### src/hw/rtl/kvr_pkg.sv
// ----------------------------------------------------------------------------
// kvr_pkg: shared types and constants for the KV ring slot and mask tracker
// Field widths, configuration register indexes, queue descriptor, result
// record and back-end state encoding.
// ----------------------------------------------------------------------------
package kvr_pkg;

  // Default sizing, handed to the top-level parameters
  localparam int DEF_RING_SLOTS = 1024;
  localparam int DEF_MAX_BLOCK  = 16;

  // Field widths
  localparam int POS_W      = 31;  // absolute positions, committed lengths
  localparam int COL_W      = 11;  // mask column
  localparam int ROW_W      = 4;   // query row
  localparam int CNT_W      = 11;  // append_count
  localparam int PAD_W      = 6;   // pad_count
  localparam int SLOT_W     = POS_W + 1;  // stored slot word: {valid, position}
  localparam int CAPCFG_W   = 11;
  localparam int BLKCFG_W   = 5;
  localparam int CFG_IDX_W  = 3;
  localparam int CFG_DATA_W = 31;

  // Remainder unit runs one dividend bit per cycle
  localparam int MOD_STEPS = POS_W;
  localparam int MOD_CNT_W = $clog2(MOD_STEPS);

  // Queue between front and back
  localparam int QUEUE_DEPTH = 2;

  // Configuration register indexes
  localparam logic [CFG_IDX_W-1:0] CFG_RING_CAPACITY    = 3'd0;
  localparam logic [CFG_IDX_W-1:0] CFG_BLOCK_LEN        = 3'd1;
  localparam logic [CFG_IDX_W-1:0] CFG_SWA_WINDOW       = 3'd2;
  localparam logic [CFG_IDX_W-1:0] CFG_FULL_MASK_ENABLE = 3'd3;
  localparam logic [CFG_IDX_W-1:0] CFG_SWA_MASK_ENABLE  = 3'd4;

  // Configuration reset values
  localparam logic [CAPCFG_W-1:0] RST_RING_CAPACITY = 11'd1024;
  localparam logic [BLKCFG_W-1:0] RST_BLOCK_LEN     = 5'd16;
  localparam logic [POS_W-1:0]    RST_SWA_WINDOW    = '0;
  localparam logic                RST_FULL_EN       = 1'b1;
  localparam logic                RST_SWA_EN        = 1'b0;

  // Input kind codes
  localparam logic KIND_ADVANCE = 1'b0;
  localparam logic KIND_QUERY   = 1'b1;

  typedef enum logic [1:0] {
    OP_ADVANCE,      // advance to a nonzero committed length
    OP_REJECT,       // advance with committed length zero
    OP_QUERY_SLOT,   // mask query on a ring slot column
    OP_QUERY_FIXED   // mask query whose answer needs no slot read
  } op_t;

  typedef struct packed {
    op_t              op;
    logic [POS_W-1:0] committed;
    logic [COL_W-1:0] column;
    logic             vis_full;  // slot query: mask gate; fixed query: answer
    logic             vis_swa;
  } desc_t;

  typedef struct packed {
    logic [POS_W-1:0] swa_len;
    logic             full_en;
    logic             swa_en;
  } mask_cfg_t;

  typedef struct packed {
    logic             status;
    logic             rewound;
    logic             bulk;
    logic [POS_W-1:0] append_start;
    logic [CNT_W-1:0] append_count;
    logic [PAD_W-1:0] pad_count;
    logic             visible_full;
    logic             visible_swa;
  } res_t;

  typedef enum logic [3:0] {
    ST_INIT_CLR,
    ST_IDLE,
    ST_ADV_A,
    ST_REW_CLR,
    ST_ADV_B,
    ST_ADV_C,
    ST_MOD,
    ST_WRITE,
    ST_EMIT,
    ST_QRD
  } bst_t;

endpackage

### src/hw/rtl/kvr_fifo.sv
// ----------------------------------------------------------------------------
// kvr_fifo: descriptor queue between front and back
// Small register queue; push and pop may happen in the same cycle.
// ----------------------------------------------------------------------------
module kvr_fifo (
  input  logic            clk,
  input  logic            rst_n,
  input  logic            push,
  input  kvr_pkg::desc_t  push_data,
  output logic            full,
  input  logic            pop,
  output kvr_pkg::desc_t  pop_data,
  output logic            empty
);

  localparam int DEPTH = kvr_pkg::QUEUE_DEPTH;
  localparam int PTR_W = (DEPTH > 1) ? $clog2(DEPTH) : 1;
  localparam int CNT_W = $clog2(DEPTH + 1);

  kvr_pkg::desc_t    entry_r [DEPTH];
  logic [PTR_W-1:0]  wr_ptr_r, wr_ptr_nxt;
  logic [PTR_W-1:0]  rd_ptr_r, rd_ptr_nxt;
  logic [CNT_W-1:0]  count_r, count_nxt;
  logic              do_push, do_pop;

  assign full     = (count_r == CNT_W'(DEPTH));
  assign empty    = (count_r == '0);
  assign pop_data = entry_r[rd_ptr_r];
  assign do_push  = push && !full;
  assign do_pop   = pop && !empty;

  always_comb begin
    wr_ptr_nxt = wr_ptr_r;
    rd_ptr_nxt = rd_ptr_r;
    count_nxt  = count_r;
    if (do_push) begin
      wr_ptr_nxt = (wr_ptr_r == PTR_W'(DEPTH - 1)) ? '0 : PTR_W'(wr_ptr_r + 1'b1);
    end
    if (do_pop) begin
      rd_ptr_nxt = (rd_ptr_r == PTR_W'(DEPTH - 1)) ? '0 : PTR_W'(rd_ptr_r + 1'b1);
    end
    if (do_push && !do_pop) begin
      count_nxt = CNT_W'(count_r + 1'b1);
    end else if (do_pop && !do_push) begin
      count_nxt = CNT_W'(count_r - 1'b1);
    end
  end

  always_ff @(posedge clk) begin
    if (!rst_n) begin
      wr_ptr_r <= '0;
      rd_ptr_r <= '0;
      count_r  <= '0;
    end else begin
      wr_ptr_r <= wr_ptr_nxt;
      rd_ptr_r <= rd_ptr_nxt;
      count_r  <= count_nxt;
    end
  end

  always_ff @(posedge clk) begin
    if (do_push) begin
      entry_r[wr_ptr_r] <= push_data;
    end
  end

endmodule

### config.mk
export PLATFORM = sky130hd
export DESIGN_NAME = kvr_fifo
export DESIGN_NICKNAME = d
export VERILOG_FILES = /design/src/hw/rtl/kvr_pkg.sv /design/src/hw/rtl/kvr_fifo.sv
export SDC_FILE = /design/constraint.sdc
export NUM_CORES = 1
export LEC_CHECK = 0
export BUFFER_PORTS_ARGS = -buffer_cell sky130_fd_sc_hd__buf_2
export CAP_MARGIN = 20
export CORE_MARGIN = 2
export CORE_UTILIZATION = 46
export CTS_CLUSTER_DIAMETER = 80
export DETAILED_ROUTE_END_ITERATION = 8
export HOLD_SLACK_MARGIN = 0.02
export MAX_ROUTING_LAYER = met4
export PLACE_DENSITY = 0.7
export SLEW_MARGIN = 40
export SYNTH_ARGS = -nofsm -noshare
export SYNTH_HDL_FRONTEND = slang
export SYNTH_SLANG_ARGS = --single-unit
### constraint.sdc
create_clock -name clk -period 2.9 [get_ports clk]
set_input_delay 0.145 -clock clk [delete_from_list [all_inputs] [get_ports clk]]
set_output_delay 0.145 -clock clk [all_outputs]
set_load 0.01 [all_outputs]
# ---- After elaboration in Yosys (flattened, before gate mapping)
# Memories as Yosys holds them, arrays and structs flattened. A register that Yosys moved wholly into a read port is not among the register bits.
# Cells that the tools add are included.
dict set report totals {
  register_bits 4
  ram_bits 92
  inputBits 50
  output_inout_bits 48
  mem_count 1
}
# memory depth width read_ports rd_clocked_by_memory_dff wr line_no
set mem_list {}
lappend mem_list {entry_r 2 46 1 1 1 kvr_fifo.sv:20} ;# kvr_pkg::desc_t entry_r [DEPTH];
dict set report op_classes {
  n_eq_ne 1
  addsub 4
  mux 8
  reduce_logical 10
}
# cell count
set ops {}
lappend ops {{$mux W1} 6}
lappend ops {{$logic_and A1 B1 Y1} 4}
lappend ops {{$logic_not A1 Y1} 4}
lappend ops {{$mux W2} 2}
lappend ops {{$add A1 B1 Y1 const B} 2}
lappend ops {{$add A2 B1 Y2 const B} 1}
lappend ops {{$eq A2 B2 Y1 const B} 1}
lappend ops {{$logic_not A2 Y1} 1}
lappend ops {{$reduce_bool A2 Y1} 1}
lappend ops {{$sub A2 B1 Y2 const B} 1}

# ---- Depth between registers and ports, before layout
dict set report logic_depth {
  ltp_word 7
  ltp_mapped 7
}

# ---- Least setup slack after synthesis
# No wires, ideal clock.
dict set report synth_timing {
  path_type {register to register}
  from {register count_r[0]}
  to {memory entry_r[0][0] in the netlist's numbering, enable pin}
  slack_ps 38
  arrival_time_ps 2419
  stages_incl_launch_ff 4
  required_time_ps 2457
  cell_sequence {dfxtp_1 nand2b_1 inv_2 nor3_2}
}
dict set report synth_between {
  elab_chain_cells 5
}
# item line_no
set synth_lines {}
lappend synth_lines {{start: declaration} kvr_fifo.sv:23} ;# logic [CNT_W-1:0] count_r, count_nxt;
lappend synth_lines {{start signal: assignment} kvr_fifo.sv:57} ;# count_r <= count_nxt;
lappend synth_lines {{$eq A2 B2 Y1} kvr_fifo.sv:26} ;# assign full = (count_r == CNT_W'(DEPTH));
lappend synth_lines {{via full} kvr_fifo.sv:10} ;# output logic full,
lappend synth_lines {{$logic_not A1 Y1} kvr_fifo.sv:29} ;# assign do_push = push && !full;
lappend synth_lines {{$logic_and A1 B1 Y1} kvr_fifo.sv:29}
lappend synth_lines {{$mux W1} kvr_fifo.sv:62} ;# if (do_push) begin
lappend synth_lines {{$mux W1 (not written as such)} kvr_fifo.sv:63} ;# entry_r[wr_ptr_r] <= push_data;
lappend synth_lines {{end: declaration} kvr_fifo.sv:20}
# The timed path passes the listed nets, and every way through them passes these cells.

==> key figures <==
Clock network
  – CTS H-tree lvls: 3
  – CTS Root Cell: clkbuf_8
  – Resize count post-CTS: 0
  – TritonCTS clock tree: yes
  – CTS clk-pin slew, worst paths: 0.09 ns
  – Clock Latency Late Sink: 0.34 ns
  – Post-CTS setup buffers: 0
  – CTS sink cnt: 97
  – CTS Buffer Depth: 2
  – CTS buffer count: 9

GRT
  – Vias in the first global route: 1980
  – First-pass GRT wire length: 9720 um
  – GRT Util Overall: 0.159
  – Global route overflow: 0
  – Largest net degree at the start of global routing: 48
  – Initial antenna violation count: 0

Cells and area
  – Fill cells: 561
  – Final Instance Count excl. Fillers: 428
  – Most frequent cells in the layout: 97 x buf_2, 92 x edfxtp_1, 46 x mux2_2, 46 x dlygate4sd3_1, 9 x clkbuf_8
  – Ant diodes: 0
  – Share of layout cells above drive strength 1: 0.506
  – Layout net count: 372
  – Footprint of the multi-input gates: 652 um2
  – Layout Utilization: 0.638
  – Register area: 2860 um2
  – Commonest non-fill, non-tap cell in the layout: buf_2
  – Synth-to-Final Area Change: 36.8%

Critical path
  – Worst setup SP type: flop
  – Worst Reg-to-Reg Cells: 3
  – Reg2Reg Setup Slack: 1.14 ns
  – Reg2reg end: entry_r[1][28]
  – CP endpoint kind: output port
  – Reg2reg start: count_r[0]
  – Critical path data arrival time: 1.96 ns
  – Critical path type: reg -> out
  – Crit-path max FO: 26
  – WP data required: 2.76 ns

Synth
  – Mean Syn Cell Area: 21.1 um2
  – Sequential area share after synthesis: 0.806
  – Mapped Area: 3550 um2
  – Cells after Synth: 168
  – Ys Warns: 0
  – Synth unique cells: 21
  – Syn Nets: 219
  – Seq cells post-synth: 97

Status
  – Status: complete, no violations

STA
  – F_max: 476 MHz
  – Fin crit period: 2.10 ns
  – Setup WS post-layout: 0.798 ns
  – Least-Margin Pin Slew: 0.638 ns
  – Max Clock Skew: 0.00594 ns
  – Final setup viols: 0
  – Max Slew Vio Count: 0
  – Setup TNS: 0 ns
  – Fin. Hold Viols: 0
  – Max-slew headroom: 0.575
  – Crit share post-route: 0.725
  – RSZ-0062 raised after global routing: false

Placed design
  – Worst slack at placement: 1.13 ns
  – Placed cell count: 366
  – # port buffers: 97
  – HPWL after detailed placement: 3950 um
  – GP Congestion: 0.738

Hold path
  – Hold Crit Start: rst_n
  – Hold EP: wr_ptr_r
  – Worst Hold Class: in -> reg
  – Hold Path Stages: 2

Die
  – DIE AREA: 8440 um2
  – Core box area: 7610 um2
  – Starting density of the core: 0.467
  – Die Wd: 91.8 um
  – Num ports: 98
  – Rows: 32
  – Die height: 91.8 um

Drt
  – Pre-antenna DRT Iters: 6
  – Antenna Nets Post-Route: 0
  – Routed WL: 6450 um
  – Vias: 1983
  – Via density: 4.63
  – Detailed Route Iter0 Violations: 118
  – Per-cell routed wire length: 15.1 um
  – # DRC: 0

Power
  – VDD IR max: 571 uV
  – Pleak: 1.83 nW
  – Pwr Density: 776 nW/um2

Job
  – Max-cap violations: 0
final cells by class:
cell class                 count  share of cell area
clock buffer                  10              0.0263
multi-input combinational     64               0.134
inverter                       2             0.00155
sequential                    97               0.590
clock inverter                 6              0.0183
tap                          102              0.0263
timing repair buffer         147               0.204
flip-flops by register name, indices dropped and copies added, names as in the netlist, named ones only:
signal and cells:
entry_r 92, count_r 2, rd_ptr_r 1, wr_ptr_r 1
per-layer routing:
metal | up-vias | track usage | part of all wire
met5 | - | - | 0
met4 | 0 | 0.0796 | 0.019
met3 | 12 | 0.0271 | 0.035
met2 | 54 | 0.264 | 0.51
met1 | 960 | 0.190 | 0.44
li1 | 957 | - | -
cells in the mapped netlist, drive strengths merged:
cell type / number / share of area
o21ai: 2 / 0.0028
edfxtp: 92 / 0.78
ha: 1 / 0.0035
nand2b: 1 / 0.0018
and3: 1 / 0.0018
mux2: 46 / 0.15
nor3: 1 / 0.0028
and2: 3 / 0.0053
dfxtp: 5 / 0.028
a21boi: 2 / 0.0042
xor2: 1 / 0.0025
buf: 5 / 0.0099
o21a: 1 / 0.0021
inv: 2 / 0.0021
xnor2: 2 / 0.0049
nor2: 2 / 0.0021
or3: 1 / 0.0018
critical path, stage by stage (launching register included):
cell     delay [ns]
dfxtp_2        0.75
buf_4          0.36
mux2_2         0.37
buf_2          0.14
power breakdown:
part | total (W) | internal, W | switching, W
Sequential | 0.00186 | 0.00176 | 0.000103
Combinational | 0.000975 | 0.000502 | 0.000473
Clock | 0.000928 | 0.000490 | 0.000439
Total | 0.00377 | 0.00275 | 0.00101
worst max-delay path by stage:
stage	slack, ns	to	cells after the start
final	0.80	pop_data[40]	3
after floorplan	0.04	entry_r[0][0]	3
after detailed placement	1.13	pop_data[40]	3
after global routing	0.67	pop_data[13]	3
after global placement	1.14	entry_r[1][45]	3
after CTS	0.74	pop_data[40]	3
logic make-up (layout without fill, tap and decap cells):
| kind of cell | Yosys count | in the layout | synth area share |
|---|---|---|---|
| simple gates | 9 | 9 | 0.0155 |
| compound gates | 5 | 5 | 0.00916 |
| xor+xnor | 3 | 3 | 0.00740 |
| fa+ha+maj | 1 | 1 | 0.00352 |
| mux | 46 | 46 | 0.146 |
| buf+inv | 7 | 165 | 0.0120 |
| flops | 97 | 97 | 0.806 |
stage by stage:
stage	instance area [um2]	power, W	hold WS, ns
global route	4860	0.00395	0.0487
CTS	4860	0.00382	0.0473
floorplan	3550	0.00248	0.244
finish	4860	0.00377	0.0648
global placement	4180	0.00282	0.334
detailed placement	4180	0.00283	0.338
repair_timing:
action                     4_1_cts  5_1_grt
hold buffers                    46        0
setup endpoints to repair        0        0
hold endpoints to repair        92        0
Note: power is estimated with default switching activity, not from simulation.
