File: config.mk
export PLATFORM = sky130hd
export DESIGN_NAME = kvr_mod
export DESIGN_NICKNAME = d
export VERILOG_FILES = /design/src/hw/rtl/kvr_pkg.sv /design/src/hw/rtl/kvr_mod.sv
export SDC_FILE = /design/constraint.sdc
export NUM_CORES = 1
export LEC_CHECK = 0
export BUFFER_PORTS_ARGS = -buffer_cell sky130_fd_sc_hd__buf_2
export CAP_MARGIN = 20
export CORE_MARGIN = 2
export CORE_UTILIZATION = 49
export CTS_BUF_LIST = sky130_fd_sc_hd__clkbuf_8 sky130_fd_sc_hd__clkbuf_16
export CTS_CLUSTER_SIZE = 20
export DETAILED_ROUTE_END_ITERATION = 8
export GPL_ROUTABILITY_DRIVEN = 0
export GPL_TIMING_DRIVEN = 0
export MAX_ROUTING_LAYER = met4
export PLACE_DENSITY = 0.76
export SLEW_MARGIN = 20
export SYNTH_ARGS = -nofsm -noshare
export SYNTH_HDL_FRONTEND = slang
export SYNTH_SLANG_ARGS = --single-unit
File: constraint.sdc
create_clock -name clk -period 2.5 [get_ports clk]
set_clock_uncertainty 0.05 [all_clocks]
set_input_delay 0.5 -clock clk [delete_from_list [all_inputs] [get_ports clk]]
set_output_delay 0.5 -clock clk [all_outputs]
set_load 0.05 [all_outputs]
File: src/hw/rtl/kvr_pkg.sv
// ----------------------------------------------------------------------------
// kvr_pkg: shared types and constants for the KV ring slot and mask tracker
// Field widths, configuration register indexes, queue descriptor, result
// record and back-end state encoding.
// ----------------------------------------------------------------------------
package kvr_pkg;

  // Default sizing, handed to the top-level parameters
  localparam int DEF_RING_SLOTS = 1024;
  localparam int DEF_MAX_BLOCK  = 16;

  // Field widths
  localparam int POS_W      = 31;  // absolute positions, committed lengths
  localparam int COL_W      = 11;  // mask column
  localparam int ROW_W      = 4;   // query row
  localparam int CNT_W      = 11;  // append_count
  localparam int PAD_W      = 6;   // pad_count
  localparam int SLOT_W     = POS_W + 1;  // stored slot word: {valid, position}
  localparam int CAPCFG_W   = 11;
  localparam int BLKCFG_W   = 5;
  localparam int CFG_IDX_W  = 3;
  localparam int CFG_DATA_W = 31;

  // Remainder unit runs one dividend bit per cycle
  localparam int MOD_STEPS = POS_W;
  localparam int MOD_CNT_W = $clog2(MOD_STEPS);

  // Queue between front and back
  localparam int QUEUE_DEPTH = 2;

  // Configuration register indexes
  localparam logic [CFG_IDX_W-1:0] CFG_RING_CAPACITY    = 3'd0;
  localparam logic [CFG_IDX_W-1:0] CFG_BLOCK_LEN        = 3'd1;
  localparam logic [CFG_IDX_W-1:0] CFG_SWA_WINDOW       = 3'd2;
  localparam logic [CFG_IDX_W-1:0] CFG_FULL_MASK_ENABLE = 3'd3;
  localparam logic [CFG_IDX_W-1:0] CFG_SWA_MASK_ENABLE  = 3'd4;

  // Configuration reset values
  localparam logic [CAPCFG_W-1:0] RST_RING_CAPACITY = 11'd1024;
  localparam logic [BLKCFG_W-1:0] RST_BLOCK_LEN     = 5'd16;
  localparam logic [POS_W-1:0]    RST_SWA_WINDOW    = '0;
  localparam logic                RST_FULL_EN       = 1'b1;
  localparam logic                RST_SWA_EN        = 1'b0;

  // Input kind codes
  localparam logic KIND_ADVANCE = 1'b0;
  localparam logic KIND_QUERY   = 1'b1;

  typedef enum logic [1:0] {
    OP_ADVANCE,      // advance to a nonzero committed length
    OP_REJECT,       // advance with committed length zero
    OP_QUERY_SLOT,   // mask query on a ring slot column
    OP_QUERY_FIXED   // mask query whose answer needs no slot read
  } op_t;

  typedef struct packed {
    op_t              op;
    logic [POS_W-1:0] committed;
    logic [COL_W-1:0] column;
    logic             vis_full;  // slot query: mask gate; fixed query: answer
    logic             vis_swa;
  } desc_t;

  typedef struct packed {
    logic [POS_W-1:0] swa_len;
    logic             full_en;
    logic             swa_en;
  } mask_cfg_t;

  typedef struct packed {
    logic             status;
    logic             rewound;
    logic             bulk;
    logic [POS_W-1:0] append_start;
    logic [CNT_W-1:0] append_count;
    logic [PAD_W-1:0] pad_count;
    logic             visible_full;
    logic             visible_swa;
  } res_t;

  typedef enum logic [3:0] {
    ST_INIT_CLR,
    ST_IDLE,
    ST_ADV_A,
    ST_REW_CLR,
    ST_ADV_B,
    ST_ADV_C,
    ST_MOD,
    ST_WRITE,
    ST_EMIT,
    ST_QRD
  } bst_t;

endpackage

File: src/hw/rtl/kvr_mod.sv
// ----------------------------------------------------------------------------
// kvr_mod: restoring remainder unit
// Computes dividend mod divisor, one dividend bit per cycle.
// ----------------------------------------------------------------------------
module kvr_mod #(
  parameter int RING_SLOTS = kvr_pkg::DEF_RING_SLOTS
) (
  input  logic                              clk,
  input  logic                              rst_n,
  input  logic                              go,
  input  logic [kvr_pkg::POS_W-1:0]         dividend,
  input  logic [$clog2(RING_SLOTS+1)-1:0]   divisor,
  output logic                              done,
  output logic [$clog2(RING_SLOTS+1)-1:0]   rem
);

  localparam int CAP_W = $clog2(RING_SLOTS + 1);
  localparam int MCW   = kvr_pkg::MOD_CNT_W;

  logic                      busy_r, busy_nxt;
  logic                      done_r, done_nxt;
  logic [MCW-1:0]            cnt_r, cnt_nxt;
  logic [kvr_pkg::POS_W-1:0] div_r, div_nxt;
  logic [CAP_W-1:0]          rem_r, rem_nxt;
  logic [CAP_W:0]            trial;

  assign done  = done_r;
  assign rem   = rem_r;
  assign trial = {rem_r, div_r[kvr_pkg::POS_W-1]};

  always_comb begin
    busy_nxt = busy_r;
    done_nxt = 1'b0;
    cnt_nxt  = cnt_r;
    div_nxt  = div_r;
    rem_nxt  = rem_r;
    if (go) begin
      busy_nxt = 1'b1;
      cnt_nxt  = '0;
      div_nxt  = dividend;
      rem_nxt  = '0;
    end else if (busy_r) begin
      // Shift in one dividend bit, subtract the divisor when it fits
      if (trial >= {1'b0, divisor}) begin
        rem_nxt = CAP_W'(trial - {1'b0, divisor});
      end else begin
        rem_nxt = CAP_W'(trial);
      end
      div_nxt = {div_r[kvr_pkg::POS_W-2:0], 1'b0};
      cnt_nxt = MCW'(cnt_r + 1'b1);
      if (cnt_r == MCW'(kvr_pkg::MOD_STEPS - 1)) begin
        busy_nxt = 1'b0;
        done_nxt = 1'b1;
      end
    end
  end

  always_ff @(posedge clk) begin
    if (!rst_n) begin
      busy_r <= 1'b0;
      done_r <= 1'b0;
      cnt_r  <= '0;
    end else begin
      busy_r <= busy_nxt;
      done_r <= done_nxt;
      cnt_r  <= cnt_nxt;
    end
  end

  always_ff @(posedge clk) begin
    div_r <= div_nxt;
    rem_r <= rem_nxt;
  end

endmodule

* Word level (Yosys, flattened, before mapping)
Index checks and enable logic that the tools add are counted.
W data, S select, Z words.
** Cells by class
- Add/sub/neg operators :: 2
- Magnitude comparators :: 1
- Eq/ne operators :: 1
- Muxes and demuxes :: 7
- Bitwise operators :: 2
- Reduce and logical (&&, ||, !) cells :: 3
** Operators with widths (number)
- $mux W31 :: 2
- $ge A12 B11 Y1 :: 1
- $mux W11 :: 1
- $sub A11 B11 Y11 :: 1
- $add A5 B1 Y5 const B :: 1
- $eq A5 B5 Y1 const B :: 1
- $mux W1 :: 4
- $reduce_or A3 Y1 :: 1
- $not A1 Y1 :: 2
- $reduce_bool A2 Y1 :: 1
- $reduce_or A2 Y1 :: 1
** Storage, ports and cells
- Register bits after elaboration :: 49
- Input bits :: 45
- Output and inout port bits :: 12
- Logic and storage cells :: 21

* Depth between registers and ports, before layout
Gate-level depths: netlist of the first run.
- Word-level depth :: 4
- Mapped depth :: 10
- Gate-level depth less buffers :: 9

* Worst setup path before layout of the first run
OpenSTA, ideal clock, no wires.
- Path kind :: reg2reg
- From :: reg rem_r[0] (netlist: rem[0])
- To :: reg rem_r[6] (netlist: rem[6])
- Library setup time :: 79 ps
- Arrival time :: 2676 ps
- Data required time :: 2371 ps
- Setup slack :: -306 ps
- Stages on the path, launching flop included :: 10
- Path buffers :: 1
- Clock period less this slack :: 2806 ps
- Path through :: dfxtp_1 inv_1 fa_1 and2b_1 o22ai_2 a211o_1 and2_4 buf_6 or3b_1 a211oi_2
** On the way
- Cells in the longest elaborated chain, start to end :: 2
- Elaborated cells between the ends (all ways) :: 3
- Those cells by class :: 1 x add/sub; 1 x order compare; 1 x mux
** Ends and longest elaborated chain
- from (decl) :: line kvr_mod.sv:24 : logic [CAP_W-1:0] rem_r, rem_nxt;
- from (signal assigned) :: line kvr_mod.sv:72 : rem_r <= rem_nxt;
- $sub A11 B11 Y11 or $ge A12 B11 Y1 (tied branches) :: line kvr_mod.sv:45, kvr_mod.sv:44
- $mux W11 * :: line kvr_mod.sv:44 : if (trial >= {1'b0, divisor}) begin
Every way passes the cells marked *; elsewhere a longest branch is shown, timed or not.
A chain may end at the register's enable or synchronous reset.

* Worst setup path after layout of the first run
- From :: reg div_r[30] in the netlist's numbering
- To :: reg rem_r[6] (netlist: rem[6])
** On the way
- Cells in the longest elaborated chain, start to end :: 2
- Elaborated cells between the ends (all ways) :: 3
- Those cells by class :: 1 x add/sub; 1 x order compare; 1 x mux
** Ends and longest elaborated chain
- from (decl) :: line kvr_mod.sv:23 : logic [kvr_pkg::POS_W-1:0] div_r, div_nxt;
- from (signal assigned) :: line kvr_mod.sv:71 : div_r <= div_nxt;
- $sub A11 B11 Y11 or $ge A12 B11 Y1 (tied branches) :: line kvr_mod.sv:45, kvr_mod.sv:44
- $mux W11 * :: line kvr_mod.sv:44
Marked as above.

==> flow_metrics.py, run 1 <==
metrics = {
    "global_routing": {
        "grt_most_used_layer": "met2",
        "grt_pass1_vias": 2024,
        "grt_use_met2_pct": 32.6,
        "gr-usage-all-layers_pct": 19.0,
        "antenna_found_initial": 0,
        "grt_pass1_wl_mm": 8.85,
        "grt_overflow": 0,
        "grtUsageMet3_pct": 3.65,
        "met1_usage_pct": 22.5,
        "grt_max_degree": 32,
    },
    "place": {
        "dp_hpwl_mm": 3.82,
        "dpl.cell_count": 361,
        "place_ws_ns": -0.442,
        "io_buffers": 56,
    },
    "clock_network": {
        "cts-root-buf": "clkbuf_8",
        "clk_pin_slew_worst_paths_ns": 0.09,
        "htreeDepth": 2,
        "clkLatencyLatePin_ns": 0.30,
        "cts_sinks": 49,
        "clk_path_buf_depth": 2,
        "cts_tree": "yes",
        "cts_made_buffers": 5,
    },
    "cells_and_area": {
        "antenna_cells": 0,
        "final_cell_mix": "buf_2, mux2_2, edfxtp_1",
        "drive_above_1_share_pct": 36.5,
        "final_cells": 374,
        "nets": 362,
        "syn_to_final_growth_pct": 19.5,
        "utilization_pct": 61.1,
        "layout_commonest_cell": "buf_2",
    },
    "logic_synthesis": {
        "synth_edf_count": 31,
        "synth_warnings": 0,
        "avgSynthCellArea_um2": 11.2,
        "synthesis.area_mm2": 0.00263,
        "netlist.area_leader.share_pct": 35.4,
        "ys_types": 48,
        "synth_cells": 235,
        "synth_top_area_cell": "edfxtp_1",
        "synth_seq_cells": 49,
        "async_flop_share_pct": 0,
        "ys.flop_type": "edfxtp_1",
        "synth.yosys.seq_area_share_pct": 49.1,
        "synth_area_leaders": "edfxtp_1, dfxtp_1, mux2_2",
        "syn_nets": 294,
    },
    "die": {
        "rows": 26,
        "dieArea_mm2": 0.00596,
        "core_area_mm2": 0.00514,
        "dieWidth_um": 77.2,
        "num_io_pins": 57,
        "start_util_pct": 51.1,
        "die_y_um": 77.2,
    },
    "drt": {
        "wl_mm": 5.22,
        "vias_per_cell": 5.37,
        "drtIter0Drc": 101,
        "firstDrtPassIters": 4,
        "vias": 2008,
        "drtAntennaViolNets": 0,
        "wl_per_cell_um": 14.0,
        "drc": 0,
    },
    "worst_setup_path": {
        "r2r_end": "rem[6]",
        "critPathKind": "reg -> reg",
        "end_kind": "register",
        "required_ns": 2.68,
        "worst-r2r-setup-slack_ns": 0.01,
        "worst_setup_path_start_kind": "register",
        "crit_fanout": 7,
        "reg2reg_from": "div_r[30]",
        "r2r.worst_path.cells": 9,
        "arrival_ns": 2.67,
    },
    "worst_hold_path": {
        "worst_hold_path_type": "in -> reg",
        "holdPathEnd": "busy_r",
        "hold_depth": 2,
        "min_from": "rst_n",
    },
    "timing": {
        "relSlewSlack_pct": 54.7,
        "fin_crit_ns": 2.49,
        "tns_ns": 0,
        "grt_setup_unrepaired": "true",
        "fmax_mhz": 402,
        "finalCritPeriodShare_pct": 99.5,
        "setup_viol": 0,
        "hold_viol": 0,
        "hold_slack_ns": 0.373,
        "slew_viol_final": 0,
        "timing.final.ws_setup_ns": 0.0129,
        "worst_pin_slew_ns": 0.677,
    },
    "power": {
        "p_per_area_mw_per_mm2": 539,
        "ir_drop_mv": 0.436,
        "p_leak_nw": 1.35,
    },
    "outcome": {
        "status": "complete, no violations",
    },
    "job": {
        "max-cap-violations": 0,
    },
}
[area by class of cell]
type	count	area (µm²)
Buffer	5	18.8
Clock buffer	5	68.8
Clock inverter	3	11.3
Fill cell	433	2000
Inverter	18	67.6
Multi-Input combinational cell	162	1270
Sequential cell	49	1290
Tap cell	70	87.6
Timing Repair Buffer	62	325
[cell usage after synthesis, drive strengths merged (4+ instances only)]
library cell  instances
nand4                 5
inv                  18
clkbuf                4
xor2                  4
a211oi                4
ha                   13
nand2                14
edfxtp               31
a21oi                13
dfxtp                18
nor3                  5
nor2                 18
mux2                 31
xnor2                 4
o21ai                14
[registers in the layout, indices dropped and copies added, names as in the netlist]
name and cells:
rem 11, done 1, div_r 31, cnt_r 5
busy_r 1
[how the worst max path moves through the flow]
stage	slack, ns	from	cells after the start	end
3_3_place_gp	-0.43	divisor[0]	10	rem[6]
2_1_floorplan	-0.14	divisor[0]	9	rem[6]
5_1_grt	-0.07	div_r[30]	9	rem[6]
3_5_place_dp	-0.44	divisor[0]	10	rem[6]
4_1_cts	0.003	div_r[30]	9	rem[6]
6_report	0.01	div_r[30]	9	rem[6]
[power breakdown]
part / switching [mW] / internal, mW / total (mW)
combinational: 0.154 / 0.139 / 0.293
clock: 0.251 / 0.187 / 0.438
sequential: 0.0244 / 0.935 / 0.960
total: 0.429 / 1.26 / 1.69
[metrics by stage]
step | cell area [µm²] | power [mW]
global placement | 3010 | 1.25
floorplan | 2640 | 1.17
detailed placement | 3010 | 1.26
finish | 3140 | 1.69
CTS | 3120 | 1.70
global route | 3140 | 1.77
[critical path, stage by stage (launching register included)]
cell and delay (ns):
edfxtp_1 0.37, inv_2 0.05, ha_4 0.15, fa_2 0.33
and2b_1 0.23, o22ai_2 0.10, a211o_4 0.39, and2_4 0.17
or3b_4 0.39, a211oi_2 0.17
[timing repair]
action,4_1_cts,5_1_grt
setup endpoints to repair,5,2
cloned,0,0
hold buffers,0,0
pin swaps,6,2
gates resized for setup,4,0
buffers inserted,4,2
[routing by layer]
layer  vias up  routed length, µm  part of all wire (%)
met1       949               2340                    45
met3         7                270                   5.2
met2        56               2550                    49
met4         0                 67                   1.3
li1        996                  -                     -
met5         -                  0                     0
[cells by family (layout without fill, tap and decap cells)]
family                     count (synthesis)  after routing  synth area share, %
adders and majority gates                 14             14                 6.95
AOI/OAI and AO/OA                         50             50                 12.7
xor gates and xnor gates                   8              8                 2.67
muxes                                     33             33                 14.0
DFF                                       49             49                 49.1
and+or+nand+nor                           57             57                 10.8
buffers and inverters                     24             93                 3.71
No activity file was read; power rests on OpenSTA's default activity.
==> run 2: changes to the inputs <==
CORE_UTILIZATION = 25   (was 49)
CTS_CLUSTER_DIAMETER = 120   (was default)
PLACE_DENSITY = default   (was 0.76)
==> flow_metrics.py, run 2 (synthesis gave the netlist of run 1 again) <==
metrics = {
    "outcome": {
        "status": "complete, no violations",
    },
    "cells_and_area": {
        "syn_to_final_growth_pct": 24.5,
        "largest_reg_flops": 31,
        "layout_commonest_cell": "buf_2",
        "final_cell_mix": "buf_2, mux2_2, edfxtp_1",
        "largest-register": "div_r",
        "nets": 362,
        "drive_above_1_share_pct": 38.5,
        "utilization_pct": 31.8,
    },
    "drt": {
        "vias": 1956,
        "wl_per_cell_um": 12.6,
        "drc": 0,
        "drtIter0Drc": 92,
        "firstDrtPassIters": 4,
        "wl_mm": 5.54,
        "drtAntennaViolNets": 0,
        "vias_per_cell": 4.44,
    },
    "die": {
        "start_util_pct": 25.6,
        "die_y_um": 107,
        "num_io_pins": 57,
        "dieArea_mm2": 0.0113,
        "core_area_mm2": 0.0103,
        "rows": 37,
        "dieWidth_um": 107,
    },
    "global_routing": {
        "grt_overflow": 0,
        "antenna_found_initial": 1,
        "grt_max_degree": 32,
        "gr-usage-all-layers_pct": 10.3,
        "grt_pass1_wl_mm": 9.21,
        "grt_pass1_vias": 1949,
    },
    "worst_setup_path": {
        "required_ns": 2.67,
        "arrival_ns": 2.63,
        "worst_setup_path_start_kind": "register",
        "critPathKind": "reg -> reg",
        "r2r.worst_path.cells": 9,
        "reg2reg_from": "div_r[30]",
        "r2r_end": "rem[6]",
        "endpoint": "rem[6]",
        "end_kind": "register",
        "worst-r2r-setup-slack_ns": 0.05,
        "crit_start": "div_r[30]",
        "crit_fanout": 7,
    },
    "timing": {
        "slew_viol_final": 0,
        "grt_setup_unrepaired": "true",
        "hold_viol": 0,
        "hold_slack_ns": 0.380,
        "setup_viol": 0,
        "relSlewSlack_pct": 54.1,
        "worst_pin_slew_ns": 0.686,
        "finalCritPeriodShare_pct": 98.1,
        "timing.final.ws_setup_ns": 0.0481,
        "fin_crit_ns": 2.45,
        "fmax_mhz": 408,
    },
    "power": {
        "p_leak_nw": 1.35,
        "ir_drop_mv": 0.334,
        "finalPower_mw": 1.76,
        "p_per_area_mw_per_mm2": 539,
    },
    "clock_network": {
        "clk_path_buf_depth": 2,
        "htreeDepth": 2,
        "cts_tree": "yes",
        "cts-root-buf": "clkbuf_8",
        "cts_sinks": 49,
        "cts_made_buffers": 5,
        "clk_pin_slew_worst_paths_ns": 0.09,
        "clkLatencyLatePin_ns": 0.30,
        "cts_hold_buf": 0,
    },
    "place": {
        "io_buffers": 56,
        "dp_hpwl_mm": 4.16,
        "place_ws_ns": -0.460,
    },
    "worst_hold_path": {
        "worst_hold_path_type": "in -> reg",
    },
    "job": {
        "max-cap-violations": 0,
    },
}
## run 2: per-layer routing
metal	part of all wire, %	vias to the layer above	global-route usage [%]	wire length (µm)
met4	0.67	0	1.39	37
met3	5.7	5	2.94	315
met5	0	-	-	0
met2	47	48	16.6	2620
li1	-	1000	-	-
met1	46	903	13.3	2570
## run 2: through the flow
stage | cells | area (µm²) | setup TNS [ns]
2_1_floorplan | 235 | 2640 | -0.214
3_3_place_gp | 427 | 3090 | -10.41
3_5_place_dp | 427 | 3090 | -2.28
4_1_cts | 440 | 3250 | 0
5_1_grt | 441 | 3270 | -0.0894
6_report | 441 | 3270 | 0
## run 2: area by class of cell
cell class	instances	area (µm²)
Antenna cell	1	2.50
Timing Repair Buffer	62	325
Buffer	5	18.8
Clock inverter	1	5.00
Multi-Input combinational cell	162	1290
Tap cell	136	170
Sequential cell	49	1290
Fill cell	1078	7010
Inverter	18	67.6
Clock buffer	7	96.3
## run 2: worst min path at each step
stage	from	endpoint	slack (ns)	cells past startpoint
2_1_floorplan	cnt_r[4]	done	0.42	2
3_3_place_gp	cnt_r[4]	cnt_r[4]	0.44	2
3_5_place_dp	cnt_r[4]	done	0.45	2
4_1_cts	rst_n	busy_r	0.37	2
5_1_grt	rst_n	busy_r	0.38	2
6_report	rst_n	busy_r	0.38	2
## run 2: where the power goes
group / internal, mW / total, mW / switching (mW)
logic: 0.141 / 0.298 / 0.157
registers: 0.935 / 0.958 / 0.0233
clock network: 0.250 / 0.506 / 0.256
total: 1.33 / 1.76 / 0.436
## run 2: worst max-delay path, cell delays in order (launching register included)
cell and delay, ns:
edfxtp_1 0.37, inv_2 0.05, ha_4 0.16, fa_2 0.33
and2b_2 0.25, o22ai_4 0.07, a211o_4 0.35, and2_4 0.17
or3b_4 0.41, a211oi_2 0.17
## run 2: repair_timing
action,CTS,global route
setup buffers,6,0
resized for setup,6,3
endpoints found under the setup margin,4,2
pin swaps,5,0
