`src/hw/rtl/kvr_pkg.sv`:
```
// ----------------------------------------------------------------------------
// kvr_pkg: shared types and constants for the KV ring slot and mask tracker
// Field widths, configuration register indexes, queue descriptor, result
// record and back-end state encoding.
// ----------------------------------------------------------------------------
package kvr_pkg;

  // Default sizing, handed to the top-level parameters
  localparam int DEF_RING_SLOTS = 1024;
  localparam int DEF_MAX_BLOCK  = 16;

  // Field widths
  localparam int POS_W      = 31;  // absolute positions, committed lengths
  localparam int COL_W      = 11;  // mask column
  localparam int ROW_W      = 4;   // query row
  localparam int CNT_W      = 11;  // append_count
  localparam int PAD_W      = 6;   // pad_count
  localparam int SLOT_W     = POS_W + 1;  // stored slot word: {valid, position}
  localparam int CAPCFG_W   = 11;
  localparam int BLKCFG_W   = 5;
  localparam int CFG_IDX_W  = 3;
  localparam int CFG_DATA_W = 31;

  // Remainder unit runs one dividend bit per cycle
  localparam int MOD_STEPS = POS_W;
  localparam int MOD_CNT_W = $clog2(MOD_STEPS);

  // Queue between front and back
  localparam int QUEUE_DEPTH = 2;

  // Configuration register indexes
  localparam logic [CFG_IDX_W-1:0] CFG_RING_CAPACITY    = 3'd0;
  localparam logic [CFG_IDX_W-1:0] CFG_BLOCK_LEN        = 3'd1;
  localparam logic [CFG_IDX_W-1:0] CFG_SWA_WINDOW       = 3'd2;
  localparam logic [CFG_IDX_W-1:0] CFG_FULL_MASK_ENABLE = 3'd3;
  localparam logic [CFG_IDX_W-1:0] CFG_SWA_MASK_ENABLE  = 3'd4;

  // Configuration reset values
  localparam logic [CAPCFG_W-1:0] RST_RING_CAPACITY = 11'd1024;
  localparam logic [BLKCFG_W-1:0] RST_BLOCK_LEN     = 5'd16;
  localparam logic [POS_W-1:0]    RST_SWA_WINDOW    = '0;
  localparam logic                RST_FULL_EN       = 1'b1;
  localparam logic                RST_SWA_EN        = 1'b0;

  // Input kind codes
  localparam logic KIND_ADVANCE = 1'b0;
  localparam logic KIND_QUERY   = 1'b1;

  typedef enum logic [1:0] {
    OP_ADVANCE,      // advance to a nonzero committed length
    OP_REJECT,       // advance with committed length zero
    OP_QUERY_SLOT,   // mask query on a ring slot column
    OP_QUERY_FIXED   // mask query whose answer needs no slot read
  } op_t;

  typedef struct packed {
    op_t              op;
    logic [POS_W-1:0] committed;
    logic [COL_W-1:0] column;
    logic             vis_full;  // slot query: mask gate; fixed query: answer
    logic             vis_swa;
  } desc_t;

  typedef struct packed {
    logic [POS_W-1:0] swa_len;
    logic             full_en;
    logic             swa_en;
  } mask_cfg_t;

  typedef struct packed {
    logic             status;
    logic             rewound;
    logic             bulk;
    logic [POS_W-1:0] append_start;
    logic [CNT_W-1:0] append_count;
    logic [PAD_W-1:0] pad_count;
    logic             visible_full;
    logic             visible_swa;
  } res_t;

  typedef enum logic [3:0] {
    ST_INIT_CLR,
    ST_IDLE,
    ST_ADV_A,
    ST_REW_CLR,
    ST_ADV_B,
    ST_ADV_C,
    ST_MOD,
    ST_WRITE,
    ST_EMIT,
    ST_QRD
  } bst_t;

endpackage

```
`src/hw/rtl/kvr_front.sv`:
```
// ----------------------------------------------------------------------------
// kvr_front: input acceptance and classification
// Sorts each transaction into advance, rejected advance, slot query or
// fixed-answer query and pushes a descriptor into the queue.
// ----------------------------------------------------------------------------
module kvr_front #(
  parameter int RING_SLOTS = kvr_pkg::DEF_RING_SLOTS,
  parameter int MAX_BLOCK  = kvr_pkg::DEF_MAX_BLOCK
) (
  input  logic [$clog2(RING_SLOTS+1)-1:0] cap,
  input  logic [$clog2(MAX_BLOCK+1)-1:0]  blk,
  input  kvr_pkg::mask_cfg_t          mcfg,
  input  logic                        init_busy,
  input  logic                        in_valid,
  output logic                        in_ready,
  input  logic                        in_kind,
  input  logic [kvr_pkg::POS_W-1:0]   in_committed,
  input  logic [kvr_pkg::COL_W-1:0]   in_column,
  input  logic [kvr_pkg::ROW_W-1:0]   in_query_row,
  input  logic                        q_full,
  output logic                        q_push,
  output kvr_pkg::desc_t              q_desc
);

  localparam int CAP_W = $clog2(RING_SLOTS + 1);
  localparam int BLK_W = $clog2(MAX_BLOCK + 1);
  localparam int CW    = ((kvr_pkg::COL_W > CAP_W) ? kvr_pkg::COL_W : CAP_W) + 1;
  localparam int RW    = (kvr_pkg::ROW_W > BLK_W) ? kvr_pkg::ROW_W : BLK_W;

  logic          row_ok, in_slot, in_noise, noise_le;
  logic [CW-1:0] col_e, cap_e, noise_idx;

  // Hold off new transactions while the slot store is swept after reset
  assign in_ready = !q_full && !init_busy;
  assign q_push   = in_valid && in_ready;

  assign row_ok    = RW'(in_query_row) < RW'(blk);
  assign col_e     = CW'(in_column);
  assign cap_e     = CW'(cap);
  assign in_slot   = col_e < cap_e;
  assign in_noise  = !in_slot && (col_e < CW'(cap_e + CW'(blk)));
  assign noise_idx = CW'(col_e - cap_e);
  assign noise_le  = noise_idx <= CW'(in_query_row);

  always_comb begin
    q_desc.committed = in_committed;
    q_desc.column    = in_column;
    q_desc.vis_full  = 1'b0;
    q_desc.vis_swa   = 1'b0;
    if (in_kind == kvr_pkg::KIND_ADVANCE) begin
      q_desc.op = (in_committed == '0) ? kvr_pkg::OP_REJECT : kvr_pkg::OP_ADVANCE;
    end else if (in_slot) begin
      q_desc.op       = kvr_pkg::OP_QUERY_SLOT;
      q_desc.vis_full = mcfg.full_en && row_ok;
      q_desc.vis_swa  = mcfg.swa_en && row_ok;
    end else begin
      q_desc.op       = kvr_pkg::OP_QUERY_FIXED;
      q_desc.vis_full = mcfg.full_en && row_ok && in_noise;
      q_desc.vis_swa  = mcfg.swa_en && row_ok && in_noise && noise_le;
    end
  end

endmodule

```
`config.mk`:
```
export PLATFORM = sky130hd
export DESIGN_NAME = kvr_front
export DESIGN_NICKNAME = d
export VERILOG_FILES = /design/src/hw/rtl/kvr_pkg.sv /design/src/hw/rtl/kvr_front.sv
export SDC_FILE = /design/constraint.sdc
export NUM_CORES = 1
export LEC_CHECK = 0
export ABC_CLOCK_PERIOD_IN_PS = 4600
export BUFFER_PORTS_ARGS = -buffer_cell sky130_fd_sc_hd__buf_2
export CAP_MARGIN = 20
export CELL_PAD_IN_SITES_DETAIL_PLACEMENT = 0
export CELL_PAD_IN_SITES_GLOBAL_PLACEMENT = 1
export CORE_ASPECT_RATIO = 0.8
export CORE_UTILIZATION = 26
export DETAILED_ROUTE_END_ITERATION = 12
export PLACE_DENSITY = 0.88
export SLEW_MARGIN = 15
export SYNTH_ARGS = -nofsm -noshare
export SYNTH_HDL_FRONTEND = slang
export SYNTH_SLANG_ARGS = --single-unit
```
`constraint.sdc`:
```
create_clock -name vclk -period 4.6
set_input_delay 0.46 -clock vclk [all_inputs]
set_output_delay 0.46 -clock vclk [all_outputs]
set_load 0.01 [all_outputs]
```
### After elaboration in Yosys (flattened, before gate mapping)

Cells that the tools add are included.

* add/sub/neg operators: 2
* order comparisons: 4
* multiplexer cells: 5
* reduce and logical (&&, ||, !) cells: 12

Operators with widths (number)
* $logic_not A31 Y1: 1
* $add A11 B5 Y12: 1
* $le A12 B4 Y1: 1
* $lt A11 B12 Y1: 1
* $sub A11 B11 Y12: 1
* $lt A11 B11 Y1: 1
* $logic_and A1 B1 Y1: 8
* $mux W2: 3
* $lt A4 B5 Y1: 1
* $logic_not A1 Y1: 3
* $mux W1: 2

* bits in registers: 0
* logic and storage cells: 23

### Logic depth before layout (Yosys ltp)

Gate-level depths: netlist of run 1.

* depth in word-level cells: 7
* gate-level depth with buffers: 15

### Worst setup path after synthesis of run 1

No wires, ideal clock.

* kind: input to output
* start point: input port cap[0]
* end point: output port q_desc[0] (netlist bit)
* data arrival time: 3188 ps
* path slack: 952 ps
* stages on the path: 15
* buffers on the path: 0
* path through: ha_1 -> fa_1 -> a21o_1 -> a21oi_1 -> inv_1 -> a21oi_1 -> nor2_1 -> xnor2_1 -> ha_1 -> nand2_1 -> o21ai_0 -> a21o_1 -> a2111oi_4 -> a311oi_1 -> o31ai_2

RTL lines
* start: declaration: line kvr_front.sv:10 `input logic [$clog2(RING_SLOTS+1)-1:0] cap,`
* end: declaration: line kvr_front.sv:22 `output kvr_pkg::desc_t q_desc`

==> flow_summary.yaml, run 1 <==
status:
  status: "completed"
cells_and_area:
  numSequentialCells: 0
  fill_cells: 668
  multi_input_area_um2: 1269
  drive_above_1_share_pct: 40.26
  clock_buffers: 0
  finalCoreUtilization_pct: 33.69
  ff_latch_area_um2: 0
  layoutNonFillerInstCount: 384
  num_antenna_cells: 0
  syn2layout_area_growth_pct: 21.49
  fin_nets: 439
timing:
  rsz0062_at_grt: "no"
  max_freq_mhz: 231.6
  worst_pin_slew_ns: 0.3660
  finalHoldViolations: 0
  slew_violations: 0
  fin_crit_ns: 4.318
  finalSetupTns_ns: 0
  slew_headroom_pct: 75.41
  finalSetupViolCount: 0
  finalCritPeriodShare_pct: 93.87
die:
  core_area_um2: 6068
  die-area_um2: 6801
  die_w_um: 91.95
  die_h_um: 73.96
  ios: 147
  num_rows: 25
  start_util_pct: 27.73
critical_path:
  worstSetupEndpointType: "output pin"
  path_delay_family: "compound AO/OA/AOI/OAI gates"
  crit_end: "q_desc[0]"
  start_kind: "input port"
  cp_max_fo: 3
  cp_cell_sequence: "buf_2, ha_1, fa_1, a21o_1, a21oi_1, inv_1, a21oi_1, nor2_1, xnor2_1, ha_1, nand2_1, o21ai_0, a21o_1, a2111oi_4, a311oi_1, buf_4, o31ai_2, buf_2"
  required_ns: 4.14
  slowest_delay_ns: 0.42
  setup.worst_path.class: "in -> out"
  cp_slowest_cell: "fa_1"
  worst-path-stages: 18
  crit_path_start: "cap[0]"
  critPathArrivalTime_ns: 3.86
  path_buf_inv: 4
power_and_ir_drop:
  p_per_area_nw_per_um2: 120.5
  seqPwrFrac_pct: 0
  switching_share_pct: 53.18
  p_switching_uw: 131.0
  combPwrFrac_pct: 100.0
  ir_worst_vdd_v: 0.00003561
  p_total_uw: 246.3
  p_leak_nw: 1.126
  p_clk_share_pct: 0
  intPower_uw: 115.3
yosys:
  syn-num-nets: 364
  yosys.area.top_type: "ha_1"
  yosys_warnings: 0
  seq_area_frac_synth_pct: 0
  netlist_area_um2: 1683
  synth_cells: 230
  synth.area.top_cells: "ha_1, buf_4, xnor2_1"
  yosysTopAreaCellShare_pct: 24.54
  syn_avg_cell_area_um2: 7.317
  ys_types: 40
drt:
  vias: 1805
  drc: 0
  dr.pass1.iters: 4
  viasPerCell: 4.701
  antenna_left: 0
  routedWlPerCell_um: 12.42
  drt_wl_total_um: 4768
  drtIter0Drc: 75
clock_tree:
  post_cts_buffers: 0
  holdBufCountCts: 0
  cts-resized-gates: 0
global_route:
  grt_overflow_total: 0
  grt_usage_pct: 12.98
  antenna_found_initial: 0
  grt_pass1_wl_um: 7272
  grt_pass1_vias: 1682
  grt_max_degree: 10
place:
  dpl.hpwl_um: 4378
  portBuffers: 116
  place_inst: 384
  routabilityCongestion: 0.8122
worst_hold_path:
  hold_class: "in -> out"
  worstHoldStart: "in_committed[0]"
flow_run:
  drv_cap: 0
## layout by cell type (no fill, tap or decap), types with 2 or more instances in the layout
| cell type | instances |
|---|---|
| a21oi_1 | 16 |
| xor2_1 | 2 |
| nor3_1 | 3 |
| nand3_1 | 3 |
| buf_2 | 116 |
| o21ai_1 | 4 |
| o21ai_0 | 6 |
| nand2_1 | 8 |
| xnor2_1 | 10 |
| nor2b_1 | 8 |
| and2_1 | 2 |
| o21a_1 | 2 |
| nor4_1 | 9 |
| a211oi_1 | 2 |
| nand2b_1 | 8 |
| o21bai_1 | 3 |
| ha_1 | 33 |
| nor2_1 | 11 |
| a21o_1 | 4 |
| a21oi_2 | 2 |
| nand4_1 | 8 |
| a31oi_1 | 2 |
| inv_1 | 23 |
| fa_1 | 2 |
## per-layer routing
layer	vias up	track usage [%]	share of wire, %
li1	920	-	-
met1	800	15.96	44
met2	79	25.70	48
met3	6	1.022	6.7
met4	0	1.389	1.3
met5	-	0	0
## how the worst min path moves through the flow
stage	endpoint	cells after the start	slack (ns)
4_1_cts	q_desc[15]	2	1.12
5_1_grt	q_desc[21]	2	1.13
3_3_place_gp	q_desc[20]	2	1.12
3_5_place_dp	q_desc[15]	2	1.12
2_1_floorplan	in_ready	1	0.97
6_report	q_desc[13]	2	1.12
## cell usage after synthesis (all sizes together)
cell and number:
o211ai 1, nand2b 8, nand3 3, nand3b 1, nor4 9, fa 2, or2 1, nand2 8
nor3b 1, or4b 1, o31ai 1, xnor2 10, o21ai 10, o21bai 3, a31oi 2, inv 23
ha 33, a211o 1, nor2 11, nand4 8, o2111ai 1, nor3 3, a211oi 2, a311oi 1
buf 44, or3 1, o311a 1, and2 2, a21oi 18, o21a 2, nor2b 8, nor4bb 1
a21o 4, and3 1, a2111oi 1, xor2 2, mux2i 1
## metrics by stage
step	hold WS (ns)	area, µm²	worst slack [ns]
floorplan	0.9675	1683	0.9519
CTS	1.119	2044	0.2409
global placement	1.119	2044	0.3214
detailed placement	1.119	2044	0.2543
global route	1.128	2044	0.08048
finish	1.118	2044	0.2818
## power groups by stage
stage	combinational, mW	sequential [mW]	clock, mW
final	0.246	0	0
after global routing	0.276	0	0
after CTS	0.248	0	0
after detailed placement	0.247	0	0
after global placement	0.241	0	0
after floorplan	0.178	0	0
## cell families (layout without fill, tap and decap cells)
group / Yosys count / after routing / share of synthesized area [%]
buf+inv: 67 / 140 / 24.61
xor+xnor: 12 / 12 / 6.245
compound gates: 48 / 48 / 19.41
fa+ha+maj: 35 / 35 / 26.91
mux: 1 / 1 / 0.5948
simple gates: 67 / 67 / 22.23
## layout make-up
| cell class | instances | share of cell area [%] |
|---|---|---|
| repair buffers | 117 | 28.76 |
| well taps | 81 | 4.957 |
| multi-input cells | 163 | 62.06 |
| inverters | 23 | 4.223 |
(Power assumes the default switching activity.)
==> run 2: changes to the inputs <==
--- a/config.mk
+++ b/config.mk
@@ -6,14 +6,14 @@
 export NUM_CORES = 1
 export LEC_CHECK = 0
 export ABC_CLOCK_PERIOD_IN_PS = 4600
-export BUFFER_PORTS_ARGS = -buffer_cell sky130_fd_sc_hd__buf_2
 export CAP_MARGIN = 20
 export CELL_PAD_IN_SITES_DETAIL_PLACEMENT = 0
 export CELL_PAD_IN_SITES_GLOBAL_PLACEMENT = 1
 export CORE_ASPECT_RATIO = 0.8
-export CORE_UTILIZATION = 26
+export CORE_UTILIZATION = 30
 export DETAILED_ROUTE_END_ITERATION = 12
-export PLACE_DENSITY = 0.88
+export DONT_BUFFER_PORTS = 1
+export PLACE_DENSITY = 0.65
 export SLEW_MARGIN = 15
 export SYNTH_ARGS = -nofsm -noshare
 export SYNTH_HDL_FRONTEND = slang
==> flow_summary.yaml, run 2 (synthesized netlist as in run 1, its figures left out) <==
global_route:
  grt_max_degree: 10
  grt_pass1_vias: 1403
  grt_usage_pct: 14.07
  grt_pass1_wl_um: 6603
  antenna_found_initial: 0
  grt_overflow_total: 0
status:
  status: "completed"
critical_path:
  cp_max_fo: 3
  critPathArrivalTime_ns: 3.64
  start_kind: "input port"
  worstSetupEndpointType: "output pin"
  required_ns: 4.14
  setup.worst_path.class: "in -> out"
place:
  routabilityCongestion: 0.7718
  place_inst: 262
  place_area_um2: 1456
  dpl.hpwl_um: 3903
  dpl_worst_slack_ns: 0.4933
  portBuffers: 0
cells_and_area:
  fin_nets: 323
  fill_cells: 590
  num_antenna_cells: 0
  numSequentialCells: 0
  layoutNonFillerInstCount: 262
  ff_latch_area_um2: 0
  mostFrequentLayoutCells: "ha_1, inv_1, a21oi_1, nor2_1, xnor2_1"
  drive_above_1_share_pct: 3.209
  syn2layout_area_growth_pct: -13.46
  clock_buffers: 0
  fin_area_um2: 1456
  layout_commonest_cell: "ha_1"
clock_tree:
  cts-resized-gates: 0
  holdBufCountCts: 0
  post_cts_buffers: 0
drt:
  vias: 1345
  antenna_left: 0
  dr.pass1.iters: 4
  drc: 0
  drt_wl_total_um: 4272
  routedWlPerCell_um: 16.31
  drtIter0Drc: 43
  viasPerCell: 5.134
worst_hold_path:
  min_path_cells: 0
  hold_class: "in -> out"
die:
  num_rows: 23
  start_util_pct: 32.31
  die_h_um: 68.99
  core_area_um2: 5209
  die-area_um2: 5915
  ios: 147
  die_w_um: 85.74
power_and_ir_drop:
  p_leak_nw: 0.6639
  ir_worst_vdd_v: 0.00003488
  p_per_area_nw_per_um2: 118.5
  p_total_uw: 172.6
timing:
  finalCritPeriodShare_pct: 89.16
  rsz0062_at_grt: "no"
  worst_pin_slew_ns: 0.3794
  setup_ws_ns: 0.4986
  finalSetupViolCount: 0
  slew_headroom_pct: 74.55
  fin_crit_ns: 4.101
  slew_violations: 0
  max_freq_mhz: 243.8
  finalSetupTns_ns: 0
  finalHoldViolations: 0
flow_run:
  drv_cap: 0
==> run 2: through the flow <==
stage	hold slack [ns]	util (%)
2_1_floorplan	0.9675	-
3_3_place_gp	0.9201	27.96
3_5_place_dp	0.9201	27.96
4_1_cts	0.9201	27.96
5_1_grt	0.9200	27.96
6_report	0.9200	27.96
==> run 2: area by class of cell <==
type               count  area (µm²)  area share [%]
multi-input cells    163        1269           87.11
well taps             75       93.84           6.443
inverters             23       86.33           5.928
repair buffers         1       7.507          0.5155
==> run 2: worst max-delay path, stage by stage <==
cell,delay [ns]
ha_1,0.21
fa_1,0.41
a21o_1,0.17
a21oi_1,0.22
inv_1,0.06
a21oi_1,0.28
nor2_1,0.09
xnor2_1,0.13
ha_1,0.27
nand2_1,0.07
o21ai_0,0.09
a21o_1,0.21
a2111oi_4,0.35
a311oi_1,0.08
buf_4,0.16
o31ai_2,0.37
==> run 2: power breakdown <==
| part | internal, mW | leakage (nW) | total (mW) | switching [mW] |
|---|---|---|---|---|
| Clock | 0 | 0 | 0 | 0 |
| Combinational | 0.0805 | 0.664 | 0.173 | 0.0922 |
| Sequential | 0 | 0 | 0 | 0 |
==> run 2: layer usage <==
| metal | vias up | global-route usage, % | part of all wire, % |
|---|---|---|---|
| met5 | - | 0 | 0 |
| met4 | 0 | 0.2083 | 0 |
| met3 | 0 | 1.548 | 7.0 |
| met2 | 70 | 25.70 | 45 |
| met1 | 586 | 19.05 | 48 |
| li1 | 689 | - | - |
==> run 2: worst paths after layout <==
path	from	end	slack, ns
setup / recovery	cap[0]	q_desc[0]	0.50
hold / removal	in_committed[7]	q_desc[20]	0.92
==> run 3: changes to the inputs <==
--- a/config.mk
+++ b/config.mk
@@ -9,7 +9,6 @@
 export CAP_MARGIN = 20
 export CELL_PAD_IN_SITES_DETAIL_PLACEMENT = 0
 export CELL_PAD_IN_SITES_GLOBAL_PLACEMENT = 1
-export CORE_ASPECT_RATIO = 0.8
 export CORE_UTILIZATION = 30
 export DETAILED_ROUTE_END_ITERATION = 12
 export DONT_BUFFER_PORTS = 1
==> flow_summary.yaml, run 3 (synthesized netlist as in run 1, its figures left out) <==
clock_tree:
  holdBufCountCts: 0
  post_cts_buffers: 0
  cts-resized-gates: 0
power_and_ir_drop:
  p_switching_uw: 90.95
  p_per_area_nw_per_um2: 118.2
  seqPwrFrac_pct: 0
  combPwrFrac_pct: 100.0
  p_clk_share_pct: 0
  ir_worst_vdd_v: 0.00004672
  intPower_uw: 80.46
  switching_share_pct: 53.06
  p_leak_nw: 0.6639
timing:
  rsz0062_at_grt: "no"
  worst_pin_slew_ns: 0.3556
  fin_crit_ns: 4.058
  finalHoldViolations: 0
  finalSetupViolCount: 0
  hold_slack_ns: 0.9200
  max_freq_mhz: 246.4
  slew_violations: 0
  finalCritPeriodShare_pct: 88.22
  finalSetupTns_ns: 0
  slew_headroom_pct: 76.11
global_route:
  grt_pass1_wl_um: 6430
  grt_overflow_total: 0
  grt_max_degree: 10
  grt_pass1_vias: 1413
  grt_usage_pct: 13.35
  antenna_found_initial: 0
die:
  die_h_um: 76.90
  ios: 147
  die_w_um: 76.90
  core_area_um2: 5238
  num_rows: 26
  die-area_um2: 5913
  start_util_pct: 32.13
critical_path:
  worstSetupEndpointType: "output pin"
  setup.worst_path.class: "in -> out"
  start_kind: "input port"
  cp_max_fo: 3
  required_ns: 4.14
  critPathArrivalTime_ns: 3.60
place:
  portBuffers: 0
  routabilityCongestion: 0.7495
  dpl.hpwl_um: 3705
  place_inst: 257
status:
  status: "completed"
drt:
  antenna_left: 0
  drc: 0
  vias: 1341
  drt_wl_total_um: 4019
  dr.pass1.iters: 4
  routedWlPerCell_um: 15.64
  drtIter0Drc: 39
  viasPerCell: 5.218
flow_run:
  drv_cap: 0
cells_and_area:
  fill_cells: 563
  clock_buffers: 0
  layout_commonest_cell: "ha_1"
  mostFrequentLayoutCells: "ha_1, inv_1, a21oi_1, nor2_1, xnor2_1"
  numSequentialCells: 0
  multi_input_area_um2: 1269
  finalCoreUtilization_pct: 27.69
  num_antenna_cells: 0
  ff_latch_area_um2: 0
  syn2layout_area_growth_pct: -13.83
  drive_above_1_share_pct: 3.209
  layoutNonFillerInstCount: 257
  fin_nets: 323
worst_hold_path:
  hold_class: "in -> out"
[run 3: cell counts in the layout (fill, tap and decap cells not counted)]
Identical to the previous run, type by type.
[run 3: path summary, 6_finish.rpt]
path / start / end / slack [ns] / depth (start not counted)
max: cap[0] / q_desc[0] / 0.54 / 16
min: in_committed[3] / q_desc[16] / 0.92 / 0
[run 3: final cells by class]
cell class,count,share of cell area (%)
multi-input combinational,163,87.49
tap,70,6.040
inverter,23,5.953
timing repair buffer,1,0.5177
[run 3: per-layer routing]
layer | up-vias | share of wire (%) | GRT usage (%)
li1 | 692 | - | -
met1 | 565 | 42 | 15.24
met2 | 75 | 49 | 26.25
met3 | 9 | 7.5 | 2.143
met4 | 0 | 0.77 | 1.346
met5 | - | 0 | 0
[run 3: critical path, stage by stage]
cell,delay [ns]
ha_1,0.21
fa_1,0.41
a21o_1,0.18
a21oi_1,0.21
inv_1,0.06
a21oi_1,0.26
nor2_1,0.09
xnor2_1,0.14
ha_1,0.27
nand2_1,0.07
o21ai_0,0.09
a21o_1,0.21
a2111oi_4,0.35
a311oi_1,0.09
buf_4,0.16
o31ai_2,0.35
[run 3: through the flow]
| stage | instance area [µm²] | power, mW | worst slack, ns |
|---|---|---|---|
| finish | 1450 | 0.1714 | 0.5420 |
| detailed placement | 1450 | 0.1738 | 0.5149 |
| CTS | 1450 | 0.1747 | 0.5080 |
| floorplan | 1683 | 0.1782 | 0.9519 |
| global placement | 1450 | 0.1714 | 0.5023 |
| global route | 1450 | 0.1991 | 0.2635 |
[run 3: power by group through the flow]
stage	Combinational, mW	Clock, mW	Sequential [mW]
after global routing	0.199	0	0
after CTS	0.175	0	0
after global placement	0.171	0	0
after floorplan	0.178	0	0
final	0.171	0	0
after detailed placement	0.174	0	0
